==> config.mk <==
export PLATFORM = sky130hd
export DESIGN_NAME = tttm_ctrl
export DESIGN_NICKNAME = d
export VERILOG_FILES = /design/src/sv/tttm_pkg.sv /design/src/sv/tttm_ctrl.sv
export SDC_FILE = /design/constraint.sdc
export NUM_CORES = 1
export LEC_CHECK = 0
export BUFFER_PORTS_ARGS = -buffer_cell sky130_fd_sc_hd__buf_2
export CORE_AREA = 2 2 39 41
export DETAILED_ROUTE_END_ITERATION = 12
export DIE_AREA = 0 0 41 43
export GPL_ROUTABILITY_DRIVEN = 1
export GPL_TIMING_DRIVEN = 0
export PLACE_DENSITY_LB_ADDON = 0.12
export SYNTH_ARGS = -nofsm -noshare
export SYNTH_HDL_FRONTEND = slang
export SYNTH_SLANG_ARGS = --single-unit
==> constraint.sdc <==
create_clock -name clk -period 2 [get_ports clk]
set_clock_uncertainty 0.2 [all_clocks]
set_input_delay 0.2 -clock clk [delete_from_list [all_inputs] [get_ports clk]]
set_output_delay 0.2 -clock clk [all_outputs]
set_load 0.02 [all_outputs]
==> src/sv/tttm_pkg.sv <==
// Shared types and constants of the tile-to-tileset matcher.
`default_nettype none

package tttm_pkg;

    // Fixed field widths
    localparam int PIXEL_W    = 32;
    localparam int INPUT_COLS = 8;
    localparam int COUNT_W    = 9;
    localparam int SLOT_IN_W  = 8;
    localparam int ROW_IN_W   = 3;
    localparam int INDEX_W    = 8;

    // Item operation codes
    localparam logic OP_LOAD  = 1'b0;
    localparam logic OP_IMAGE = 1'b1;

    typedef enum logic [1:0] {
        ST_IDLE,
        ST_SEARCH,
        ST_DRAIN,
        ST_FINISH
    } ctrl_state_t;

    // Controller to datapath
    typedef struct packed {
        logic start;
        logic issue;
        logic publish;
    } dp_cmd_t;

    // Datapath to controller
    typedef struct packed {
        logic launch;
        logic count_zero;
        logic issue_last;
        logic hit;
        logic out_free;
    } dp_status_t;

endpackage

`default_nettype wire

==> src/sv/tttm_ctrl.sv <==
// Controller state machine that sequences the tileset search.
`default_nettype none

module tttm_ctrl
    import tttm_pkg::*;
(
    input  wire logic       clk,
    input  wire logic       rst_n,
    input  wire dp_status_t status,
    output dp_cmd_t         cmd,
    output logic            in_stall
);

    ctrl_state_t state_reg;
    ctrl_state_t state_next;

    // State register
    always_ff @(posedge clk or negedge rst_n)
    begin
        if (!rst_n)
        begin
            state_reg <= ST_IDLE;
        end
        else
        begin
            state_reg <= state_next;
        end
    end

    // Next state
    always_comb
    begin
        state_next = state_reg;
        unique case (state_reg)
            ST_IDLE:
            begin
                if (status.launch)
                begin
                    state_next = status.count_zero ? ST_FINISH : ST_SEARCH;
                end
            end
            ST_SEARCH:
            begin
                priority if (status.hit)
                begin
                    state_next = ST_FINISH;
                end
                else if (status.issue_last)
                begin
                    state_next = ST_DRAIN;
                end
            end
            ST_DRAIN:
            begin
                state_next = ST_FINISH;
            end
            ST_FINISH:
            begin
                if (status.out_free)
                begin
                    state_next = ST_IDLE;
                end
            end
            default:
            begin
                state_next = ST_IDLE;
            end
        endcase
    end

    // Outputs
    always_comb
    begin
        cmd      = '0;
        in_stall = 1'b1;
        unique case (state_reg)
            ST_IDLE:
            begin
                in_stall  = 1'b0;
                cmd.start = status.launch;
            end
            ST_SEARCH:
            begin
                cmd.issue = !status.hit;
            end
            ST_DRAIN:
            begin
                cmd = '0;
            end
            ST_FINISH:
            begin
                cmd.publish = status.out_free;
            end
            default:
            begin
                cmd = '0;
            end
        endcase
    end

endmodule

`default_nettype wire

======== Word level (Yosys, flattened, before mapping) ========
Index checks and enable logic that the tools add are counted.
word-level totals
  logic and storage cells ................. 20
  output and inout bits ................... 4
  input port bits ......................... 7
  flip-flop bits (word level) ............. 2
cells by class
  equality and inequality tests ........... 6
  reduce and logical (&&, ||, !) cells .... 3
  mux-type cells .......................... 10
operators with widths
  kind                  count
  $mux W2               5
  $pmux W2 S4           1
  $eq A2 B2 Y1 const B  2
  $mux W1               4
  $ne A2 B2 Y1 const B  2
  $ne A3 B3 Y1 const B  1
  $reduce_and A3 Y1     1
  $eq A2 B1 Y1 const B  1
  $logic_not A2 Y1      1
  $logic_not A1 Y1      1

======== Depth between registers and ports, before layout ========
Gate-level depths: netlist (run 1).
  word-level depth ........................ 3
  gate-level depth with buffers ........... 6
  depth with buffers taken out ............ 6

======== Least setup slack after synthesis (run 1) ========
No wires, ideal clock.
  kind .................................... reg2reg
  start point ............................. register state_reg[0]
  end point ............................... register state_reg[0]
  period minus slack after synthesis ...... 1.563 ns
  data arrival time ....................... 1.296 ns
  cell stages (with the launch flop) ...... 7
  path buffers ............................ 0
  library setup time ...................... 0.067 ns
  required time ........................... 1.733 ns
  setup slack ............................. 0.437 ns
  cell sequence ........................... dfrtp_1 inv_1 ha_1 inv_2 o22a_1 a31oi_1 o221a_1
between the ends
  longest elaborated chain between the ends .. 3
  elaborated cells between the ends (all ways) .. 9
  those cells by class .................... 6 x eq/ne; 1 x mux; 2 x reduce/logical
ends and longest elaborated chain
  element                                                        RTL line         text
  start, declared                                                tttm_ctrl.sv:14  ctrl_state_t state_reg;
  start signal, assigned                                         tttm_ctrl.sv:26  state_reg <= state_next;
  $eq A2 B1 Y1 (tied with other cells)                           tttm_ctrl.sv:34  unique case (state_reg)
  $ne A3 B3 Y1 (no line) / $ne A2 B2 Y1 (equally long branches)  --
  $reduce_and A3 Y1 (no line)                                    --
Parallel ways exist; a longest one is shown, timed or not.
A chain may end at the register's enable or synchronous reset.

==> flow_summary.toml, run 1 <==
[power_and_ir_drop]
total_power_w = 0.000480
vdd_ir_drop_max_uv = 555
power_density_mw_per_mm2 = 1500
p_leak_nw = 0.165

[yosys]
synth_compound_area_share_pct = 22.0
synthMuxAreaShare_pct = 9.25
synthesis.nets = 36
synth_seq_cells = 2
ys_seq_area_share_pct = 23.1
synthTopCellsByArea = "dfrtp_1 (23%), ha_1 (23%), mux2i_1 (9.2%)"
async_flop_share_pct = 100
synth_top_family_by_area = "adder cells"
yosysMostFrequentCell = "ha_1"
yosys.area_share.simple_pct = 15.6
synth_area_leader_cell = "dfrtp_1"
avgSynthCellArea_um2 = 8.66
synthTopCellsByCount = "ha_1 (4), inv_1 (3), dfrtp_1 (2), mux2i_1 (2), o21ai_0 (2)"
synth-edff-count = 0
yosysWarnings = 0
synth-adder-area-share_pct = 23.1
synth_top_area_share_pct = 23.1
post_synth_inst_count = 25
ys_types = 17
synth_ff_type = "dfrtp_1"
synth_xor_area_share_pct = 0
synth_area_um2 = 216

[setup_path]
path_class = "register to output port"
crit_buf_inv = 2
regToRegStartpoint = "state_reg[0]"
endpoint_kind = "output port"
crit_chain = "inv_1, ha_1, and2_2, buf_2"
crit_family = "flip-flops"
start_kind = "register"
cp.required_ns = 1.60
cpPeakStageDelay_ns = 0.39
crit_fanout = 4
critical_path.startpoint = "state_reg[0]"
ff2ff_path_depth = 6
slowest_stage = "dfrtp_1"
cp.depth = 4
cp.arrival_ns = 1.27

[clock_network]
cts-buffers-inserted = 3
cts_buffer_depth = 2
clkSinkCount = 2
clk_latency_ns = 0.22
cts.clk_slew.worst_paths_ns = 0.03
root_buffer = "clkbuf_4"
cts.htree.levels = 1
cts_tree = "done"

[finish]
areaGrowthSynthToFinish_pct = 47.4
drive_gt1_share_pct = 38.5
largest_reg_flops = 2
final.fill_count = 156
nNetsFinal = 52
final_cells = 55
antenna_cells = 0

[timing]
period_minus_slack_ns = 1.67
max_freq_ghz = 0.600
relSlewSlack_pct = 83.8
fin_ws_ns = 0.334
final-hold-violation-count = 0
drv_slew = 0
rsz0062_at_grt = "no"
setup_tns_ns = 0
worstMarginPinSlew_ns = 0.241
fin_crit_sh_pct = 83.3
finalSetupViolations = 0

[placement]
place.gp.congestion = 0.697
io_buffers = 10
dpl.cell_count = 51
dp_hpwl_um = 424
place_ws_ns = 0.353

[drt]
wl_per_cell_um = 9.20
via_per_inst = 4.16
drc = 0
dr.pass1.iters = 2
ant_nets = 0
vias = 229
drt-initial-drc-count = 2
wirelength_um = 506

[grt]
antenna_found_initial = 0
grtUsageMet3_pct = 1.57
grt_pass1_wl_um = 779
grt_use_total_pct = 6.53
overflow = 0
met1_usage_pct = 8.06
grt_pass1_vias = 219
use_met2_pct = 9.69
busiest_layer = "met2"
grt_max_degree = 5

[hold_path]
hp-class = "input pin to register"
holdPathStages = 3
hold_start = "status[3]"

[status]
status = "completed"

[floorplan]
die-area_mm2 = 0.00176
std_cell_rows = 14
die_width_um = 41
io_pins = 11
start_util_pct = 15.6
die_h_um = 43
core_area_mm2 = 0.00138

[flow_run]
drv_cap = 0
tightest hold or removal path, cell delays in order:
cell     delay, ns
buf_2         0.07
mux2i_1       0.06
mux2i_1       0.12
logic make-up (layout without fill, tap and decap cells):
group,after synthesis,in the layout
multiplexers,2,2
AO/OA/AOI/OAI,7,7
AND/OR/NAND/NOR,6,6
flip-flops,2,2
adder cells (fa/ha/maj),4,4
buffers and inverters,4,18
layer usage:
layer	part of all wire, %	vias to the layer above	wire length (µm)
met3	7.1	0	36
met5	0	-	0
met2	46	9	232
met1	47	105	237
li1	-	115	-
met4	0	0	0
report_power, final:
group	internal, W	switching (W)
sequential	0.0000640	0.0000209
clock	0.0000662	0.0000223
combinational	0.000135	0.000172
total	0.000265	0.000215
per-stage QoR:
step                      util (%)  hold slack (ns)  instance area [µm²]
after floorplan                  -           -0.296                  216
after global placement        20.7           -0.215                  287
after detailed placement      20.7           -0.213                  287
after CTS                     23.1           0.0781                  319
after global routing          23.1           0.0950                  319
final                         23.1           0.0827                  319
placed cells by master, fill, tap and decap left out, drive strengths merged:
| cell type | count |
|---|---|
| a31oi | 1 |
| o22ai | 1 |
| nand2 | 1 |
| mux2i | 2 |
| o221a | 1 |
| dlygate4sd3 | 1 |
| dfrtp | 2 |
| o21ai | 2 |
| nor2b | 1 |
| nand2b | 1 |
| clkbuf | 3 |
| inv | 4 |
| buf | 10 |
| ha | 4 |
| a21oi | 1 |
| and2 | 2 |
| o22a | 1 |
| nor2 | 1 |
what timing repair did:
item                                   CTS  global route
endpoints found under the hold margin    2             0
hold buffers                             1             0
resized for setup                        0             0
buffers inserted                         0             0
final cells by class:
cell class | instances | area (µm²) | area share (%)
clock buffer | 3 | 22.5 | 7.06
sequential | 2 | 50.0 | 15.7
tap | 16 | 20.0 | 6.27
multi-input combinational | 19 | 151 | 47.5
timing repair buffer | 11 | 60.1 | 18.8
inverter | 4 | 15.0 | 4.71
worst paths after layout:
check,endpoint,slack [ns]
hold / removal,state_reg[1],0.08
setup reg to reg,state_reg[0],0.35
hold reg to reg,state_reg[1],0.45
max in group asynchronous,state_reg[1],1.42
setup / recovery,cmd[2],0.33
min in group asynchronous,state_reg[0],0.09
No activity file was read; power rests on OpenSTA's default activity.
==> run 2, diff against run 1 <==
==> constraint.sdc (replaced) <==
create_clock -name clk -period 1.6 [get_ports clk]
set_clock_uncertainty 0.2 [all_clocks]
set_input_delay 0.16 -clock clk [delete_from_list [all_inputs] [get_ports clk]]
set_output_delay 0.16 -clock clk [all_outputs]
set_load 0.02 [all_outputs]
==> run 2 against run 1 <==
Compared with the run above:
- wire length grew 4.5%
- sequential share of layout area fell by 1.6 points
- hold slack worse by 0.039 ns
- non-clock buffer count grew 2
- final cell count is 3.6% higher
- largest power group unchanged
- critical path depth rose by 2
- largest cell class unchanged
==> flow_summary.toml, run 2 (synthesis gave the netlist of run 1 again) <==
[grt]
use_met2_pct = 9.69
grtUsageMet3_pct = 1.57
busiest_layer = "met2"
met1_usage_pct = 8.06
grt_pass1_vias = 219
grt_max_degree = 5
grt_pass1_wl_um = 779
grt_use_total_pct = 6.53
overflow = 0
antenna_found_initial = 0

[timing]
setup_tns_ns = 0
period_minus_slack_ns = 1.59
relSlewSlack_pct = 88.2
finalSetupViolations = 0
rsz0062_at_grt = "yes"
fin_crit_sh_pct = 99.1
max_freq_ghz = 0.631
worstMarginPinSlew_ns = 0.177
drv_slew = 0
final-hold-violation-count = 0

[power_and_ir_drop]
p_leak_nw = 0.172
vdd_ir_drop_max_uv = 702
total_power_w = 0.000692
power_density_mw_per_mm2 = 1950

[floorplan]
io_pins = 11
std_cell_rows = 14
start_util_pct = 15.6
core_area_mm2 = 0.00138
die-area_mm2 = 0.00176
die_width_um = 41
die_h_um = 43

[clock_network]
root_buffer = "clkbuf_4"
clk_latency_ns = 0.22
cts_buffer_depth = 2
cts_tree = "done"
cts-buffers-inserted = 3
clkSinkCount = 2
cts.htree.levels = 1
cts.clk_slew.worst_paths_ns = 0.03

[setup_path]
cpPeakStageDelay_ns = 0.41
endpoint_kind = "register"
start_kind = "register"
ff2ff_path_depth = 6
cp.required_ns = 1.55
path_class = "register to register"
crit_chain = "inv_2, ha_4, inv_2, o22a_1, a31oi_1, o221a_1"
cp.arrival_ns = 1.54
slowest_stage = "dfrtp_1"
crit_top_cell = "inv_2"
crit_fanout = 4

[finish]
final_core_util_pct = 25.7
final_cells = 57
multiInputGateArea_um2 = 170
final.fill_count = 153
nNetsFinal = 54
antenna_cells = 0
drive_gt1_share_pct = 53.7
final_area_um2 = 355
final_common_cell = "buf_2"
areaGrowthSynthToFinish_pct = 64.2
mostFrequentLayoutCells = "buf_2 (9), inv_2 (3), clkbuf_4 (3), buf_4 (3)"
largest_reg_flops = 2
seq_area_um2 = 50.0

[drt]
wl_per_cell_um = 9.28
vias = 234
drt-initial-drc-count = 2
via_per_inst = 4.11
drc = 0
wirelength_um = 529
ant_nets = 0
dr.pass1.iters = 4

[status]
status = "completed"

[hold_path]
hp-class = "input pin to register"
holdPathStages = 3

[placement]
io_buffers = 10
place_area_um2 = 287
dpl.cell_count = 51
dp_hpwl_um = 424
place.gp.congestion = 0.697

[flow_run]
drv_cap = 0
-- run 2: cell types whose count changed in the layout (fill, tap and decap cells not counted) --
| cell | delta |
|---|---|
| ha_1 | -2 |
| inv_1 | -2 |
| o21ai_0 | -1 |
| o21ai_1 | +1 |
| ha_2 | +1 |
| buf_4 | +3 |
| a21oi_1 | -1 |
| ha_4 | +1 |
| inv_2 | +2 |
| a21oi_2 | +1 |
| buf_2 | -1 |
-- run 2: critical path: cells and delay by family, from the launching register on --
kind | cells | cell delay (ns)
AO/OA/AOI/OAI | 3 | 0.61
adder cells (fa/ha/maj) | 1 | 0.14
buffers and inverters | 2 | 0.16
flip-flops | 1 | 0.41
-- run 2: area by class of cell --
class / count / share of cell area (%)
clock buffers: 3 / 6.34
repair buffers: 13 / 21.8
multi-input cells: 19 / 47.9
flip-flops and latches: 2 / 14.1
well taps: 16 / 5.63
inverters: 4 / 4.23
-- run 2: through the flow --
stage	worst slack (ns)	hold WS [ns]
2_1_floorplan	0.0370	-0.336
3_3_place_gp	-0.0339	-0.255
3_5_place_dp	-0.0467	-0.253
4_1_cts	0.00921	0.0381
5_1_grt	-0.0468	0.0550
6_report	0.0148	0.0432
-- run 2: final timing paths --
path                                   start      endpoint  slack, ns
min in group asynchronous              rst_n  state_reg[0]       0.05
worst max register to register  state_reg[0]  state_reg[0]       0.01
worst min register to register  state_reg[1]  state_reg[1]       0.45
worst min-delay path               status[3]  state_reg[1]       0.04
max in group asynchronous              rst_n  state_reg[1]       1.06
worst max-delay path            state_reg[0]  state_reg[0]       0.01
-- run 2: what timing repair did --
item                                    CTS  global route
hold buffers                              1             0
buffers inserted                          0             2
hold endpoints to repair                  2             0
resized for setup                         4             4
endpoints found under the setup margin    4             4
pin swaps                                 2             4
-- run 2: routing by layer --
metal  vias to the layer above  routed length, µm
met4                         0                  0
met1                       106                251
met3                         0                 36
li1                        119                  -
met5                         -                  0
met2                         9                241
-- run 2: where the power goes --
part / switching (W) / internal [W] / total, W / leakage [nW]
Combinational: 0.000246 / 0.000224 / 0.000471 / 0.134
Clock: 0.0000279 / 0.0000827 / 0.000111 / 0.0138
Sequential: 0.0000307 / 0.0000800 / 0.000111 / 0.0239
Total: 0.000305 / 0.000387 / 0.000692 / 0.172
